[src/hw/rtl/xesp_pkg.sv]
// Shared types and constants of the XMI event stream parser.
// Used by all parser modules; depends on nothing.
`default_nettype none

package xesp_pkg;

   // Result kinds.
   localparam logic [1:0] KIND_CHANNEL   = 2'd0;
   localparam logic [1:0] KIND_META_HEAD = 2'd1;
   localparam logic [1:0] KIND_META_DATA = 2'd2;
   localparam logic [1:0] KIND_ERROR     = 2'd3;

   // High nibbles of the status bytes.
   localparam logic [3:0] NIB_NOTE_OFF = 4'h8;
   localparam logic [3:0] NIB_NOTE_ON  = 4'h9;
   localparam logic [3:0] NIB_AFTER    = 4'hA;
   localparam logic [3:0] NIB_CTRL     = 4'hB;
   localparam logic [3:0] NIB_PROG     = 4'hC;
   localparam logic [3:0] NIB_PITCH    = 4'hE;
   localparam logic [3:0] NIB_META     = 4'hF;

   // Meta type that ends a track.
   localparam logic [7:0] META_END_OF_TRACK = 8'h2F;

   // Depth of the queue between the parser and the output stage.
   localparam int QUEUE_DEPTH = 4;
   localparam int QPTR_W      = $clog2(QUEUE_DEPTH);
   localparam int QCNT_W      = $clog2(QUEUE_DEPTH + 1);

   // One parsed result on its way to the output stage. The stamp is formed
   // later as base_time + addend, where addend is the note duration for a
   // derived note-off and zero otherwise.
   typedef struct packed {
      logic [1:0]  kind;
      logic [31:0] base_time;
      logic [31:0] addend;
      logic [7:0]  status_byte;
      logic [7:0]  first_data;
      logic [7:0]  second_data;
      logic [1:0]  data_count;
      logic        track_end;
   } xesp_item_type;

endpackage

`default_nettype wire

[src/hw/rtl/xesp_req_if.sv]
// Input channel of the parser: one raw byte of the event chunk per transaction.
// Stand-alone interface, no dependencies.
`default_nettype none

interface xesp_req_if;
   logic       valid;
   logic       ready;
   logic [7:0] stream_byte;

   modport source (output valid, output stream_byte, input ready);
   modport sink   (input valid, input stream_byte, output ready);
endinterface

`default_nettype wire

[src/hw/rtl/xesp_rsp_if.sv]
// Parser result channel: one event, meta header, meta byte or error per transaction.
// Stand-alone interface, no dependencies.
`default_nettype none

interface xesp_rsp_if;
   logic        valid;
   logic        ready;
   logic [1:0]  kind;
   logic [31:0] stamp;
   logic [7:0]  status_byte;
   logic [7:0]  first_data;
   logic [7:0]  second_data;
   logic [1:0]  data_count;
   logic        track_end;

   modport source (output valid, output kind, output stamp, output status_byte,
                   output first_data, output second_data, output data_count,
                   output track_end, input ready);
   modport sink   (input valid, input kind, input stamp, input status_byte,
                   input first_data, input second_data, input data_count,
                   input track_end, output ready);
endinterface

`default_nettype wire

[src/hw/rtl/xesp_front.sv]
// Front end of the parser: takes bytes, tracks the parse phase and running
// time, and pushes at most one result item per byte. Depends on xesp_pkg.
`default_nettype none

module xesp_front import xesp_pkg::*; (
   input  wire logic          clock,
   input  wire logic          reset,
   xesp_req_if.sink           req_bus,
   input  wire logic          queue_full,
   output logic               push,
   output xesp_item_type      push_item
);

   // Parse phases.
   localparam logic [2:0] PH_IDLE  = 3'd0;
   localparam logic [2:0] PH_D1    = 3'd1;
   localparam logic [2:0] PH_D2    = 3'd2;
   localparam logic [2:0] PH_PROG  = 3'd3;
   localparam logic [2:0] PH_DUR   = 3'd4;
   localparam logic [2:0] PH_MTYPE = 3'd5;
   localparam logic [2:0] PH_MLEN  = 3'd6;
   localparam logic [2:0] PH_MDATA = 3'd7;

   // Run state.
   localparam logic [1:0] RUN_ACTIVE   = 2'd0;
   localparam logic [1:0] RUN_FINISHED = 2'd1;
   localparam logic [1:0] RUN_FAILED   = 2'd2;

   logic [2:0]  phase_ff, phase_in;
   logic [1:0]  run_ff, run_in;
   logic [31:0] time_ff, time_in;
   logic [7:0]  status_ff, status_in;
   logic [7:0]  first_ff, first_in;
   logic [7:0]  second_ff, second_in;
   logic [31:0] dur_ff, dur_in;
   logic [7:0]  remain_ff, remain_in;
   logic        accept;
   logic [7:0]  b;

   // A byte can always be taken while the queue has room for its result.
   assign req_bus.ready = !queue_full;
   assign accept        = req_bus.valid && !queue_full;
   assign b             = req_bus.stream_byte;

   // Parse one byte.
   always_comb begin
      phase_in  = phase_ff;
      run_in    = run_ff;
      time_in   = time_ff;
      status_in = status_ff;
      first_in  = first_ff;
      second_in = second_ff;
      dur_in    = dur_ff;
      remain_in = remain_ff;
      push      = 1'b0;
      push_item = '{kind: KIND_CHANNEL, base_time: time_ff, addend: 32'd0,
                    status_byte: status_ff, first_data: first_ff,
                    second_data: second_ff, data_count: 2'd2, track_end: 1'b0};

      if (accept && run_ff == RUN_ACTIVE) begin
         unique case (phase_ff)
            PH_IDLE: begin
               if (!b[7]) begin
                  time_in = time_ff + {24'd0, b};
               end else begin
                  status_in = b;
                  unique case (b[7:4]) inside
                     NIB_NOTE_ON, NIB_AFTER, NIB_CTRL, NIB_PITCH: phase_in = PH_D1;
                     NIB_PROG: phase_in = PH_PROG;
                     NIB_META: phase_in = PH_MTYPE;
                     default: begin
                        // Note-off and channel pressure are not legal here.
                        run_in = RUN_FAILED;
                        push   = 1'b1;
                        push_item.kind        = KIND_ERROR;
                        push_item.status_byte = b;
                        push_item.first_data  = 8'd0;
                        push_item.second_data = 8'd0;
                        push_item.data_count  = 2'd0;
                     end
                  endcase
               end
            end
            PH_D1: begin
               first_in = b;
               phase_in = PH_D2;
            end
            PH_D2: begin
               second_in = b;
               if (status_ff[7:4] == NIB_NOTE_ON || status_ff[7:4] == NIB_AFTER) begin
                  dur_in   = 32'd0;
                  phase_in = PH_DUR;
               end else begin
                  phase_in = PH_IDLE;
               end
               push = 1'b1;
               push_item.second_data = b;
            end
            PH_PROG: begin
               first_in = b;
               phase_in = PH_IDLE;
               push     = 1'b1;
               push_item.first_data  = b;
               push_item.second_data = 8'd0;
               push_item.data_count  = 2'd1;
            end
            PH_DUR: begin
               // Variable-length duration, seven bits per byte.
               dur_in = {dur_ff[24:0], b[6:0]};
               if (!b[7]) begin
                  phase_in = PH_IDLE;
                  push     = 1'b1;
                  push_item.addend      = dur_in;
                  push_item.status_byte = {NIB_NOTE_OFF, status_ff[3:0]};
               end
            end
            PH_MTYPE: begin
               first_in = b;
               phase_in = PH_MLEN;
            end
            PH_MLEN: begin
               second_in = b;
               remain_in = b;
               push      = 1'b1;
               push_item.kind        = KIND_META_HEAD;
               push_item.second_data = b;
               if (b == 8'd0) begin
                  phase_in = PH_IDLE;
                  if (first_ff == META_END_OF_TRACK) begin
                     run_in = RUN_FINISHED;
                     push_item.track_end = 1'b1;
                  end
               end else begin
                  phase_in = PH_MDATA;
               end
            end
            PH_MDATA: begin
               remain_in = remain_ff - 8'd1;
               push      = 1'b1;
               push_item.kind        = KIND_META_DATA;
               push_item.first_data  = b;
               push_item.second_data = 8'd0;
               push_item.data_count  = 2'd1;
               if (remain_in == 8'd0) begin
                  phase_in = PH_IDLE;
                  if (first_ff == META_END_OF_TRACK) begin
                     run_in = RUN_FINISHED;
                     push_item.track_end = 1'b1;
                  end
               end
            end
            default: phase_in = PH_IDLE;
         endcase
      end
   end

   // Control state.
   always_ff @(posedge clock) begin
      if (reset) begin
         phase_ff  <= PH_IDLE;
         run_ff    <= RUN_ACTIVE;
         time_ff   <= 32'd0;
         status_ff <= 8'd0;
         first_ff  <= 8'd0;
         second_ff <= 8'd0;
         dur_ff    <= 32'd0;
         remain_ff <= 8'd0;
      end else begin
         phase_ff  <= phase_in;
         run_ff    <= run_in;
         time_ff   <= time_in;
         status_ff <= status_in;
         first_ff  <= first_in;
         second_ff <= second_in;
         dur_ff    <= dur_in;
         remain_ff <= remain_in;
      end
   end

   // An error result halts the parser.
   a_error_halts: assert property (@(posedge clock) disable iff (reset)
      push && push_item.kind == KIND_ERROR |=> run_ff == RUN_FAILED)
      else $error("parser did not halt after an error result");

   // The end-of-track result finishes the track.
   a_end_finishes: assert property (@(posedge clock) disable iff (reset)
      push && push_item.track_end |=> run_ff == RUN_FINISHED)
      else $error("parser did not stop after end of track");

   // Nothing is produced once the track has ended or failed.
   a_quiet_when_stopped: assert property (@(posedge clock) disable iff (reset)
      run_ff != RUN_ACTIVE |-> !push)
      else $error("result produced after the parser stopped");

endmodule

`default_nettype wire

[src/hw/rtl/xesp_queue.sv]
// Small register queue between the parser front end and the output stage.
// Depends on xesp_pkg for the item type and depth.
`default_nettype none

module xesp_queue import xesp_pkg::*; (
   input  wire logic          clock,
   input  wire logic          reset,
   input  wire logic          push,
   input  wire xesp_item_type push_item,
   input  wire logic          pop,
   output xesp_item_type      head_item,
   output logic               full,
   output logic               empty
);

   xesp_item_type          slot_ff [QUEUE_DEPTH];
   logic [QPTR_W-1:0]      wr_ptr_ff, wr_ptr_in;
   logic [QPTR_W-1:0]      rd_ptr_ff, rd_ptr_in;
   logic [QCNT_W-1:0]      count_ff, count_in;

   assign full      = (count_ff == QCNT_W'(QUEUE_DEPTH));
   assign empty     = (count_ff == '0);
   assign head_item = slot_ff[rd_ptr_ff];

   // Pointer and fill count update.
   always_comb begin
      wr_ptr_in = wr_ptr_ff;
      rd_ptr_in = rd_ptr_ff;
      count_in  = count_ff;
      if (push) begin
         wr_ptr_in = (wr_ptr_ff == QPTR_W'(QUEUE_DEPTH - 1)) ? '0 : wr_ptr_ff + 1'b1;
      end
      if (pop) begin
         rd_ptr_in = (rd_ptr_ff == QPTR_W'(QUEUE_DEPTH - 1)) ? '0 : rd_ptr_ff + 1'b1;
      end
      if (push && !pop) begin
         count_in = count_ff + 1'b1;
      end else if (pop && !push) begin
         count_in = count_ff - 1'b1;
      end
   end

   always_ff @(posedge clock) begin
      if (reset) begin
         wr_ptr_ff <= '0;
         rd_ptr_ff <= '0;
         count_ff  <= '0;
      end else begin
         wr_ptr_ff <= wr_ptr_in;
         rd_ptr_ff <= rd_ptr_in;
         count_ff  <= count_in;
      end
   end

   // Item storage.
   always_ff @(posedge clock) begin
      if (push) begin
         slot_ff[wr_ptr_ff] <= push_item;
      end
   end

   a_no_overflow: assert property (@(posedge clock) disable iff (reset)
      push |-> !full)
      else $error("queue written while full");

   a_no_underflow: assert property (@(posedge clock) disable iff (reset)
      pop |-> !empty)
      else $error("queue read while empty");

   a_count_bound: assert property (@(posedge clock) disable iff (reset)
      count_ff <= QCNT_W'(QUEUE_DEPTH))
      else $error("queue fill count out of range");

endmodule

`default_nettype wire

[src/hw/rtl/xesp_back.sv]
// Output stage of the parser: pulls items from the queue, forms the final
// time stamp and holds the result until the sink takes it. Depends on xesp_pkg.
`default_nettype none

module xesp_back import xesp_pkg::*; (
   input  wire logic          clock,
   input  wire logic          reset,
   input  wire xesp_item_type head_item,
   input  wire logic          queue_empty,
   output logic               pop,
   xesp_rsp_if.source         rsp_bus
);

   logic        valid_ff;
   logic [1:0]  kind_ff;
   logic [31:0] stamp_ff;
   logic [7:0]  status_ff;
   logic [7:0]  first_ff;
   logic [7:0]  second_ff;
   logic [1:0]  count_ff;
   logic        end_ff;

   // Load a new item whenever the output register is free or being emptied.
   assign pop = !queue_empty && (!valid_ff || rsp_bus.ready);

   always_ff @(posedge clock) begin
      if (reset) begin
         valid_ff <= 1'b0;
      end else if (pop) begin
         valid_ff <= 1'b1;
      end else if (rsp_bus.ready) begin
         valid_ff <= 1'b0;
      end
   end

   // Result payload; a note-off gets its duration added here.
   always_ff @(posedge clock) begin
      if (pop) begin
         kind_ff   <= head_item.kind;
         stamp_ff  <= head_item.base_time + head_item.addend;
         status_ff <= head_item.status_byte;
         first_ff  <= head_item.first_data;
         second_ff <= head_item.second_data;
         count_ff  <= head_item.data_count;
         end_ff    <= head_item.track_end;
      end
   end

   assign rsp_bus.valid       = valid_ff;
   assign rsp_bus.kind        = kind_ff;
   assign rsp_bus.stamp       = stamp_ff;
   assign rsp_bus.status_byte = status_ff;
   assign rsp_bus.first_data  = first_ff;
   assign rsp_bus.second_data = second_ff;
   assign rsp_bus.data_count  = count_ff;
   assign rsp_bus.track_end   = end_ff;

endmodule

`default_nettype wire

[src/hw/rtl/xmi_event_stream_parser_unit.sv]
// Top level of the XMI event stream parser.
// Depends on xesp_pkg, xesp_req_if, xesp_rsp_if, xesp_front, xesp_queue, xesp_back.
`default_nettype none

// The parser takes one byte of an XMI event chunk per clock cycle and emits
// decoded channel events, derived note-offs, meta headers and meta data bytes
// in stream order, at most one result per byte. The front end parses each byte
// combinationally, so the sustained rate is one byte per clock as long as
// results are taken; a result passes the queue and the output register before
// it appears. A four-entry queue sits between the parser and the output
// register, so the input stays ready while up to three results wait in it;
// only when that queue is full does the input stall. After an end-of-track
// event or an unknown status byte (0x8n or 0xDn, reported as an error
// result) every further byte is accepted and dropped until reset.
module xmi_event_stream_parser_unit import xesp_pkg::*; (
   input  wire logic   clock,
   input  wire logic   reset,
   xesp_req_if.sink    req_bus,
   xesp_rsp_if.source  rsp_bus
);

   logic          push;
   logic          pop;
   logic          queue_full;
   logic          queue_empty;
   xesp_item_type push_item;
   xesp_item_type head_item;

   xesp_front u_front (
      .clock      (clock),
      .reset      (reset),
      .req_bus    (req_bus),
      .queue_full (queue_full),
      .push       (push),
      .push_item  (push_item)
   );

   xesp_queue u_queue (
      .clock     (clock),
      .reset     (reset),
      .push      (push),
      .push_item (push_item),
      .pop       (pop),
      .head_item (head_item),
      .full      (queue_full),
      .empty     (queue_empty)
   );

   xesp_back u_back (
      .clock       (clock),
      .reset       (reset),
      .head_item   (head_item),
      .queue_empty (queue_empty),
      .pop         (pop),
      .rsp_bus     (rsp_bus)
   );

endmodule

`default_nettype wire
[src/flat_wrapper.sv]
// flat-port wrapper written by rule: the top's interface ports become plain ports
module xmi_event_stream_parser_unit_flat import xesp_pkg::*;
  (clock, reset, req_bus_valid, req_bus_stream_byte, req_bus_ready, rsp_bus_valid, rsp_bus_kind, rsp_bus_stamp, rsp_bus_status_byte, rsp_bus_first_data, rsp_bus_second_data, rsp_bus_data_count, rsp_bus_track_end, rsp_bus_ready);
  xesp_req_if req_bus_i ();
  xesp_rsp_if rsp_bus_i ();
  input  wire logic clock;
  input  wire logic reset;
  input wire logic [$bits(req_bus_i.valid)-1:0] req_bus_valid;
  input wire logic [$bits(req_bus_i.stream_byte)-1:0] req_bus_stream_byte;
  output wire logic [$bits(req_bus_i.ready)-1:0] req_bus_ready;
  output wire logic [$bits(rsp_bus_i.valid)-1:0] rsp_bus_valid;
  output wire logic [$bits(rsp_bus_i.kind)-1:0] rsp_bus_kind;
  output wire logic [$bits(rsp_bus_i.stamp)-1:0] rsp_bus_stamp;
  output wire logic [$bits(rsp_bus_i.status_byte)-1:0] rsp_bus_status_byte;
  output wire logic [$bits(rsp_bus_i.first_data)-1:0] rsp_bus_first_data;
  output wire logic [$bits(rsp_bus_i.second_data)-1:0] rsp_bus_second_data;
  output wire logic [$bits(rsp_bus_i.data_count)-1:0] rsp_bus_data_count;
  output wire logic [$bits(rsp_bus_i.track_end)-1:0] rsp_bus_track_end;
  input wire logic [$bits(rsp_bus_i.ready)-1:0] rsp_bus_ready;
  assign req_bus_i.valid = req_bus_valid;
  assign req_bus_i.stream_byte = req_bus_stream_byte;
  assign req_bus_ready = req_bus_i.ready;
  assign rsp_bus_valid = rsp_bus_i.valid;
  assign rsp_bus_kind = rsp_bus_i.kind;
  assign rsp_bus_stamp = rsp_bus_i.stamp;
  assign rsp_bus_status_byte = rsp_bus_i.status_byte;
  assign rsp_bus_first_data = rsp_bus_i.first_data;
  assign rsp_bus_second_data = rsp_bus_i.second_data;
  assign rsp_bus_data_count = rsp_bus_i.data_count;
  assign rsp_bus_track_end = rsp_bus_i.track_end;
  assign rsp_bus_i.ready = rsp_bus_ready;
  xmi_event_stream_parser_unit u_core (.clock(clock), .reset(reset), .req_bus(req_bus_i), .rsp_bus(rsp_bus_i));
endmodule
[config.mk]
export PLATFORM = sky130hd
export DESIGN_NAME = xmi_event_stream_parser_unit_flat
export DESIGN_NICKNAME = d
export VERILOG_FILES = /design/src/hw/rtl/xesp_pkg.sv /design/src/hw/rtl/xesp_req_if.sv /design/src/hw/rtl/xesp_rsp_if.sv /design/src/hw/rtl/xesp_front.sv /design/src/hw/rtl/xesp_queue.sv /design/src/hw/rtl/xesp_back.sv /design/src/hw/rtl/xmi_event_stream_parser_unit.sv /design/src/flat_wrapper.sv
export SDC_FILE = /design/constraint.sdc
export NUM_CORES = 1
export LEC_CHECK = 0
export BUFFER_PORTS_ARGS = -buffer_cell sky130_fd_sc_hd__buf_4
export CORE_ASPECT_RATIO = 0.7
export CORE_MARGIN = 4
export CORE_UTILIZATION = 40
export CTS_CLUSTER_DIAMETER = 30
export CTS_CLUSTER_SIZE = 20
export DETAILED_ROUTE_END_ITERATION = 6
export GPL_ROUTABILITY_DRIVEN = 1
export MAX_ROUTING_LAYER = met4
export PLACE_DENSITY_LB_ADDON = 0.12
export RECOVER_POWER = 100
export SLEW_MARGIN = 10
export SYNTH_ARGS = -nofsm -noshare
export SYNTH_HDL_FRONTEND = slang
export SYNTH_SLANG_ARGS = --single-unit
[constraint.sdc]
create_clock -name clock -period 5.2 [get_ports clock]
set_input_delay 0.26 -clock clock [delete_from_list [all_inputs] [get_ports clock]]
set_output_delay 0.26 -clock clock [all_outputs]
set_load 0.1 [all_outputs]
* Word level (Yosys, flattened, before mapping)
Memories as Yosys holds them, arrays and structs flattened. A register that Yosys moved wholly into a read port is not among the register bits.
Cells that the tools add are included.
Widths: inputs -> output; s select.
** Word-level totals
- Register bits after elaboration :: 163
- RAM bits :: 372
- Input port bits :: 12
- Word-level logic and storage cells :: 138
- Memories :: 1
** Cells by class
- Add/sub/neg operators :: 7
- Eq/ne operators :: 26
- Multiplexer cells :: 48
- Bitwise operators :: 1
- Reduce and logical (&&, ||, !) cells :: 36
** Memory list
- u_core.u_queue.slot_ff :: words 4, bits a word 93, rd ports 1, clocked after memory_dff 1, write ports 1, line xesp_queue.sv:16 : xesp_item_type slot_ff [QUEUE_DEPTH];
** Operators with widths (number)
- $mux 59 :: 1
- $mux 26 :: 2
- $pmux 25 s2 :: 1
- $pmux 8 s2 :: 3
- $mux 40 :: 1
- $add 32x32->32 :: 1
- $add 32x8->32 :: 1
- $eq 4x4->1 const B :: 8
- $mux 32 :: 1
- $mux 25 :: 1
- $mux 2 :: 12
- $pmux 3 s8 :: 1
- $pmux 8 s3 :: 1
- $mux 3 :: 7
- $logic_not 8->1 :: 2
- $eq 3x3->1 const B :: 5
- $ne 2x2->1 const B :: 6
- $pmux 2 s3 :: 2
- $mux 1 :: 11
- $pmux 3 s3 :: 1
- $reduce_and 3->1 :: 3
- $eq 8x6->1 const B :: 1
- $reduce_bool 2->1 :: 4
- $reduce_or 4->1 :: 2
- other kinds (24) :: 40

* Longest topological paths before layout
Gate-level depths: netlist of the first run.
- Word-level depth :: 10
- Gate-level depth with buffers :: 12

* Cells and area by module
A second synthesis of the first run with hierarchy kept.
** Unflattened totals
- Cell total of the unflattened synthesis :: 1453
- Area total of the unflattened synthesis :: 22522.9 µm²
** By module, submodules not included
- xesp_queue :: times used 1, cells an instance 529, area an instance 13858.3 µm², seq. area each 11350.9 µm²
- xesp_front :: times used 1, cells an instance 619, area an instance 5063.6 µm², seq. area each 1881.8 µm²
- xesp_back :: times used 1, cells an instance 305, area an instance 3601.0 µm², seq. area each 1851.8 µm²

* Worst setup path after synthesis of the first run
Ideal clock, no wire load.
- Path kind :: register -> register
- Start point :: reg u_core.u_back.valid_ff, in the netlist u_core.u_back.rsp_bus.valid
- End point :: reg u_core.u_queue.count_ff[2]
- Arrival :: 5.327 ns
- Slack :: -0.198 ns
- Cell stages (with the launch flop) :: 9
- Path buffers :: 0
- Cell sequence :: dfxtp_1 -> a21oi_1 -> inv_1 -> ha_1 -> inv_1 -> fa_1 -> xor2_1 -> or3_1 -> a21oi_1
** Between the ends
- Word-level cells in the longest chain between the ends :: 6
- Elaborated cells on any way between the ends :: 8
- Those cells by class :: mux: 1; reduce/logical: 7
** Ends and longest elaborated chain
- start: declaration :: line xesp_back.sv:14 : logic valid_ff;
- start signal: assignment :: line xesp_back.sv:28 : valid_ff <= 1'b0;
- start signal: assignment :: line xesp_back.sv:30 : valid_ff <= 1'b1;
- start signal: assignment :: line xesp_back.sv:32 : valid_ff <= 1'b0;
- $logic_not 1->1 (*) :: line xesp_back.sv:24 : assign pop = !queue_empty && (!valid_ff || rsp_bus.ready);
- $logic_or 1x1->1 (*) :: line xesp_back.sv:24
- $logic_and 1x1->1 (*) :: line xesp_back.sv:24
- net u_core.pop :: line xmi_event_stream_parser_unit.sv:23 : logic pop;
- $logic_not 1->1 :: line xesp_queue.sv:36 : if (push && !pop) begin
- $logic_and 1x1->1 :: line xesp_queue.sv:36
- $mux 3 / $reduce_bool 2->1 (equally long branches)
- end signal: assignment :: line xesp_queue.sv:51 : count_ff <= count_in;
- end: declaration :: line xesp_queue.sv:19 : logic [QCNT_W-1:0] count_ff, count_in;
Mark *: on every way through the listed nets, which the timed path passes. The rest lies on a longest branch.
A chain may end at the register's enable or synchronous reset.

* Final worst setup path of the first run
- Start point :: reg u_core.u_front.run_ff[1]
- End point :: mem u_core.u_queue.slot_ff[0][34] in the netlist's numbering (enable)
** Between the ends
- Word-level cells in the longest chain between the ends :: 5
** Ends and longest elaborated chain
- start: declaration :: line xesp_front.sv:30 : logic [1:0] run_ff, run_in;
- start signal: assignment :: line xesp_front.sv:170 : run_ff <= run_in;
- $logic_not 2->1 :: line xesp_front.sv:60 : if (accept && run_ff == RUN_ACTIVE) begin
- $logic_and 1x1->1 :: line xesp_front.sv:60
- $mux 1 :: line xesp_front.sv:60
- net u_core.push :: line xmi_event_stream_parser_unit.sv:22 : logic push;
- $mux 1 :: line xesp_queue.sv:57 : if (push) begin
- $mux 1 (not written as such) :: line xesp_queue.sv:58 : slot_ff[wr_ptr_ff] <= push_item;
- end: declaration :: line xesp_queue.sv:16
The timed path passes the listed nets, and every way through them passes these cells.

==> results of run 1 <==
-- power groups by stage --
stage | sequential (mW) | combinational [mW] | clock (mW)
after floorplan | 7.28 | 2.60 | 0
final | 5.53 | 5.47 | 7.06
after CTS | 5.53 | 5.76 | 7.19
after detailed placement | 5.61 | 5.74 | 0
after global placement | 5.60 | 5.74 | 0
after global routing | 5.58 | 5.84 | 7.42
-- final timing paths --
kind	end	cells after the start	slack (ns)
max	u_core.u_queue.slot_ff[0][34]	6	0.62
min	u_core.u_front.time_ff[10]	2	0.05
min reg2reg	u_core.u_front.second_ff[6]	2	0.45
max reg2reg	u_core.u_queue.slot_ff[0][34]	6	0.62
-- sequential cells by signal, summed over array words and instances, names as in the netlist, named ones only --
name / count
u_core.u_back.rsp_bus.data_count: 2
u_core.u_back.rsp_bus.first_data: 8
u_core.u_back.rsp_bus.kind: 2
u_core.u_back.rsp_bus.second_data: 8
u_core.u_back.rsp_bus.stamp: 32
u_core.u_back.rsp_bus.status_byte: 8
u_core.u_back.rsp_bus.track_end: 1
u_core.u_back.rsp_bus.valid: 1
u_core.u_front.dur_ff: 25
u_core.u_front.first_ff: 8
u_core.u_front.phase_ff: 3
u_core.u_front.remain_ff: 8
u_core.u_front.run_ff: 2
u_core.u_front.second_ff: 8
u_core.u_front.status_ff: 8
u_core.u_front.time_ff: 32
u_core.u_queue.count_ff: 3
u_core.u_queue.rd_ptr_ff: 2
u_core.u_queue.slot_ff: 372
u_core.u_queue.wr_ptr_ff: 2
-- stage by stage --
step                instances   util  total power [mW]  area (sq um)
finish                   2415  0.492              18.1         27100
global route             2415  0.492              18.8         27100
CTS                      2415  0.498              18.5         27500
detailed placement       2221  0.430              11.3         23700
global placement         2221  0.430              11.3         23700
floorplan                1457      -              9.88         22200
-- placed cells by master (no fill, tap or decap), drive strengths merged, types with 25 or more instances in the layout --
master,synthesis,final
xnor2,34,34
mux4,92,92
nor2,118,118
clkbuf,54,181
dfxtp,104,104
edfxtp,433,433
nand2,68,68
a22oi,25,25
o21ai,48,48
a21oi,83,83
clkinv,0,28
inv,33,48
ha,47,47
and2,44,44
-- layer usage --
layer	GRT usage	part of all wire	vias to the layer above
li1	-	-	5989
met1	0.263	0.48	6660
met2	0.267	0.44	385
met3	0.0423	0.058	98
met4	0.0569	0.022	0
met5	-	0	-
-- layout make-up --
type                            instances  area [sq um]  share of cell area
Sequential cell                       537         15100               0.556
Multi-Input combinational cell        821          6730               0.248
Clock buffer                          114          2650              0.0976
Clock inverter                         74          1070              0.0396
Tap cell                              740           926              0.0341
Timing Repair Buffer                   96           533              0.0197
Inverter                               33           124             0.00457
-- logic make-up (layout without fill, tap and decap cells) --
kind of cell / count (synthesis) / count (layout) / synth area share
AO/OA/AOI/OAI: 253 / 253 / 0.0727
flip-flops: 537 / 537 / 0.678
buffers and inverters: 99 / 317 / 0.0167
AND/OR/NAND/NOR: 351 / 351 / 0.0793
adder cells (fa/ha/maj): 50 / 50 / 0.0291
XOR/XNOR: 54 / 54 / 0.0213
multiplexers: 113 / 113 / 0.103
-- worst register-to-register path, delay by kind of cell (launching register included) --
kind | cells | cell delay (ns)
DFF | 1 | 0.31
and+or+nand+nor | 5 | 3.47
buffers and inverters | 1 | 0.40
==> out/qor.txt, run 1 <==
# diodes -> 0
VDD IR max -> 0.387 mV
Async SR Flop Fraction -> 0
die height -> 205 um
total net switching power -> 6.48 mW
post-DP HPWL -> 32500 um
Cell variety after synth -> 62
core area -> 55100 sq um
row count -> 72
CP max-delay cell -> and2_1
layout cell share with drive strength beyond 1 -> 0.181
post-synthesis register bit count -> 537
first-pass GRT wire length -> 81200 um
Worst EP required -> 5.49 ns
WL/cell -> 22.1 um
Mapped Area -> 22200 sq um
vias post-DR -> 13100
Tot GR Track Use -> 0.185
Clock Path Buffers -> 3
Seq pwr share -> 0.306
synth cell count leaders -> edfxtp_1, nor2_1, dfxtp_1, mux4_2, a21oi_1
Clock Skew -> 0.0226 ns
clock share of power -> 0.391
max_cap viols -> 5
final wirelength -> 53300 um
I/O Buffers -> 74
GP Congestion -> 0.854
hold_buf cts -> 6
mean post-synth cell area -> 15.3 sq um
via/cell ratio -> 5.44
Pre-antenna DRT Iters -> 6
Yosys warning total -> 0
GR Overflow Total -> 0
Worst Path Arrival -> 4.86 ns
# DRC -> 0
Rel. slew slack -> -0.970
violated checks -> max-capacitance violations, max-slew violations
Crit path max-delay family -> simple AND/OR/NAND/NOR gates
Power Internal -> 11.6 mW
Sw Share -> 0.359
PwrDens -> 666 nW/um^2
Mapped Cells -> 1457
CP bufs+invs -> 1
Setup crit end kind -> register
CP max stage delay -> 2.02 ns
HP Class -> input port to register
main flop type after synthesis -> edfxtp_1
f_max -> 0.219 GHz
worst slack at placement -> 0.750 ns
final setup TNS -> 0 ns
startpoint types -> register
largest net degree at the start of global routing -> 72
CTS buffer count -> 100
Post-synth EDFFs -> 433
largest area contributor in the netlist -> edfxtp_1
CP Cell Sequence -> or3b_1 -> nor2_1 -> nand3_1 -> nand2_1 -> and2_1 -> buf_12
Final setup viols -> 0
LEAKAGE -> 9.17 nW
# fillers -> 4725
Final Hold Slack -> 0.0464 ns
critical path class -> register to register
CP startpoint -> u_core.u_front.run_ff[1]
combinational share of power -> 0.303
Resize count post-CTS -> 0
Ports -> 75
final hold violation count -> 0
Tmin final -> 4.58 ns
antenna-violating nets left -> 0
1st-iter DRT viols -> 1194
Area Growth Syn to Fin -> 21.9%
period utilisation layout -> 0.880
CTS H-tree depth -> 3
Post-CTS Setup Bufs -> 0
syn_nets -> 1519
Hold Crit Start -> reset
unrepaired setup endpoints after global routing -> no
initial antenna violation count -> 0
Seq/Total Area, Yosys -> 0.678
max-slew violation count -> 154
CTS tree -> yes
Synth area leaders -> edfxtp_1, dfxtp_1, mux4_2, ha_1, nor2_1
library cell with the highest instance count after synthesis -> edfxtp_1
DIE AREA -> 59500 sq um
vias in the first global route -> 13300
Initial Utilization -> 0.403
Final #Nets -> 1651
Clk pin slew, worst setup/hold paths -> 0.05 ns
setup ws final -> 0.624 ns
CTS root buffer -> clkbuf_16
CP max FO -> 47
worst slew pin tran -> 2.95 ns
DIE WIDTH -> 290 um
share of the synthesized area in the top cell type -> 0.585
reg-to-reg critical path startpoint -> u_core.u_front.run_ff[1]
later-pin clock latency in the skew report -> 0.64 ns
CTS sink cnt -> 537
status -> finished with violations
(Power assumes the default switching activity.)
==> run 2, diff against run 1 <==
--- a/config.mk
+++ b/config.mk
@@ -5,13 +5,13 @@
 export SDC_FILE = /design/constraint.sdc
 export NUM_CORES = 1
 export LEC_CHECK = 0
-export BUFFER_PORTS_ARGS = -buffer_cell sky130_fd_sc_hd__buf_4
 export CORE_ASPECT_RATIO = 0.7
 export CORE_MARGIN = 4
 export CORE_UTILIZATION = 40
 export CTS_CLUSTER_DIAMETER = 30
 export CTS_CLUSTER_SIZE = 20
 export DETAILED_ROUTE_END_ITERATION = 6
+export DONT_BUFFER_PORTS = 1
 export GPL_ROUTABILITY_DRIVEN = 1
 export MAX_ROUTING_LAYER = met4
 export PLACE_DENSITY_LB_ADDON = 0.12
==> run 2 against run 1 <==
The flow still finishes with violations (max-capacitance violations, max-slew violations); worst hold slack worse by 0.0086 ns; design area fell by 1.3%; fmax up 2.4%; largest power group is now registers.
==> out/qor.txt, run 2 (same netlist as run 1, synthesis figures left out) <==
status -> finished with violations
violated checks -> max-capacitance violations, max-slew violations
hold_buf cts -> 10
CTS H-tree depth -> 3
GR Overflow Total -> 0
CTS sink cnt -> 537
Clock Skew -> 0.0163 ns
Layout Cells excl Fill -> 2349
critical path class -> register to register
multi-input logic area -> 6730 sq um
# DRC -> 0
CP Cell Sequence -> buf_12 -> mux4_2 -> ha_1 -> a21o_1 -> a211o_1 -> a2111oi_0 -> nor3_1 -> clkbuf_1 -> a21oi_1 -> o21ai_0 -> xor2_1
Setup crit end kind -> register
final wirelength -> 53700 um
commonest non-fill, non-tap cell in the layout -> edfxtp_1
Seq pwr share -> 0.416
Core Util, Final -> 0.486
post-DP HPWL -> 32400 um
final hold violation count -> 0
Hold Path Stages -> 2
CP max stage delay -> 0.70 ns
core area -> 55100 sq um
1st-iter DRT viols -> 1097
Pre-antenna DRT Iters -> 5
initial antenna violation count -> 0
Post-CTS Setup Bufs -> 0
LEAKAGE -> 8.98 nW
antenna-violating nets left -> 0
Tmin final -> 4.47 ns
largest reg by FF count -> u_core.u_queue.slot_ff
CTS tree -> yes
max FFs per register -> 372
Crit path max-delay family -> compound AO/OA/AOI/OAI gates
clock share of power -> 0.386
Rel. slew slack -> -0.619
via/cell ratio -> 5.51
# diodes -> 0
CP Depth -> 11
area post-placement -> 23200 sq um
startpoint types -> register
Sequential cell area -> 15100 sq um
CP bufs+invs -> 2
later-pin clock latency in the skew report -> 0.62 ns
total power -> 17.7 mW
WL/cell -> 22.9 um
first-pass GRT wire length -> 81500 um
Sw Share -> 0.360
PwrDens -> 661 nW/um^2
Worst Path Arrival -> 4.82 ns
max-slew violation count -> 252
largest net degree at the start of global routing -> 104
DIE WIDTH -> 290 um
Resize count post-CTS -> 0
Worst EP required -> 5.55 ns
max_cap viols -> 6
GP Congestion -> 0.857
CP max FO -> 24
I/O Buffers -> 0
CTS buffer count -> 101
worst slew pin tran -> 2.43 ns
HP Class -> input port to register
Clock Path Buffers -> 3
vias in the first global route -> 13000
Initial Utilization -> 0.403
Area Growth Syn to Fin -> 20.4%
layout cell share with drive strength beyond 1 -> 0.179
Placed Cells incl. Taps -> 2148
Final #Nets -> 1583
combinational share of power -> 0.198
CTS root buffer -> clkbuf_16
FF-to-FF path depth -> 11
commonest non-fill, non-tap cells in the layout -> edfxtp_1, nor2_1, clkbuf_16
Power Internal -> 11.3 mW
f_max -> 0.224 GHz
final setup TNS -> 0 ns
total net switching power -> 6.38 mW
Final setup viols -> 0
Hold Crit Start -> reset
CP max-delay cell -> a2111oi_0
row count -> 72
unrepaired setup endpoints after global routing -> no
DIE AREA -> 59500 sq um
die height -> 205 um
# fillers -> 4704
VDD IR max -> 0.441 mV
vias post-DR -> 13000
period utilisation layout -> 0.859
final instance area -> 26800 sq um
Ports -> 75
Clk pin slew, worst setup/hold paths -> 0.05 ns
Tot GR Track Use -> 0.186
run 2: layer usage:
metal / track usage / vias to the layer above / wire, um
met5: - / - / 0
met4: 0.0658 / 0 / 1400
met3: 0.0496 / 107 / 3800
met2: 0.259 / 426 / 23100
met1: 0.264 / 6552 / 25400
li1: - / 5868 / -
run 2: path summary, 6_finish.rpt:
kind / to / slack, ns
min: u_core.u_front.time_ff[10] / 0.04
min reg2reg: u_core.u_front.second_ff[5] / 0.46
max reg2reg: u_core.u_back.rsp_bus.stamp[25] / 0.73
max: u_core.u_back.rsp_bus.stamp[25] / 0.73
run 2: area by class of cell:
class,count,share of cell area
sequential,537,0.564
clock inverter,75,0.0364
tap,740,0.0346
clock buffer,116,0.0992
timing repair buffer,27,0.0100
inverter,33,0.00463
multi-input combinational,821,0.251
run 2: per-stage QoR:
stage	setup WS [ns]	hold WS, ns
6_report	0.731	0.0378
5_1_grt	0.367	0.0197
4_1_cts	0.873	0.00460
3_5_place_dp	0.912	0.370
3_3_place_gp	1.04	0.367
2_1_floorplan	1.15	0.430
run 2: worst reg2reg max path, delay by kind of cell (launching register included):
family	cells	cell delay (ns)
AO/OA/AOI/OAI	5	1.70
XOR/XNOR	1	0.16
adder cells (fa/ha/maj)	1	0.41
buffers and inverters	2	0.57
flip-flops	1	0.66
multiplexers	1	0.54
AND/OR/NAND/NOR	1	0.15
run 2: power by group through the flow:
stage / logic (mW) / clock network (mW) / registers [mW]
2_1_floorplan: 2.60 / 0 / 7.28
3_3_place_gp: 3.52 / 0 / 7.45
3_5_place_dp: 3.50 / 0 / 7.45
4_1_cts: 3.56 / 6.98 / 7.38
5_1_grt: 3.84 / 7.20 / 7.41
6_report: 3.50 / 6.83 / 7.37
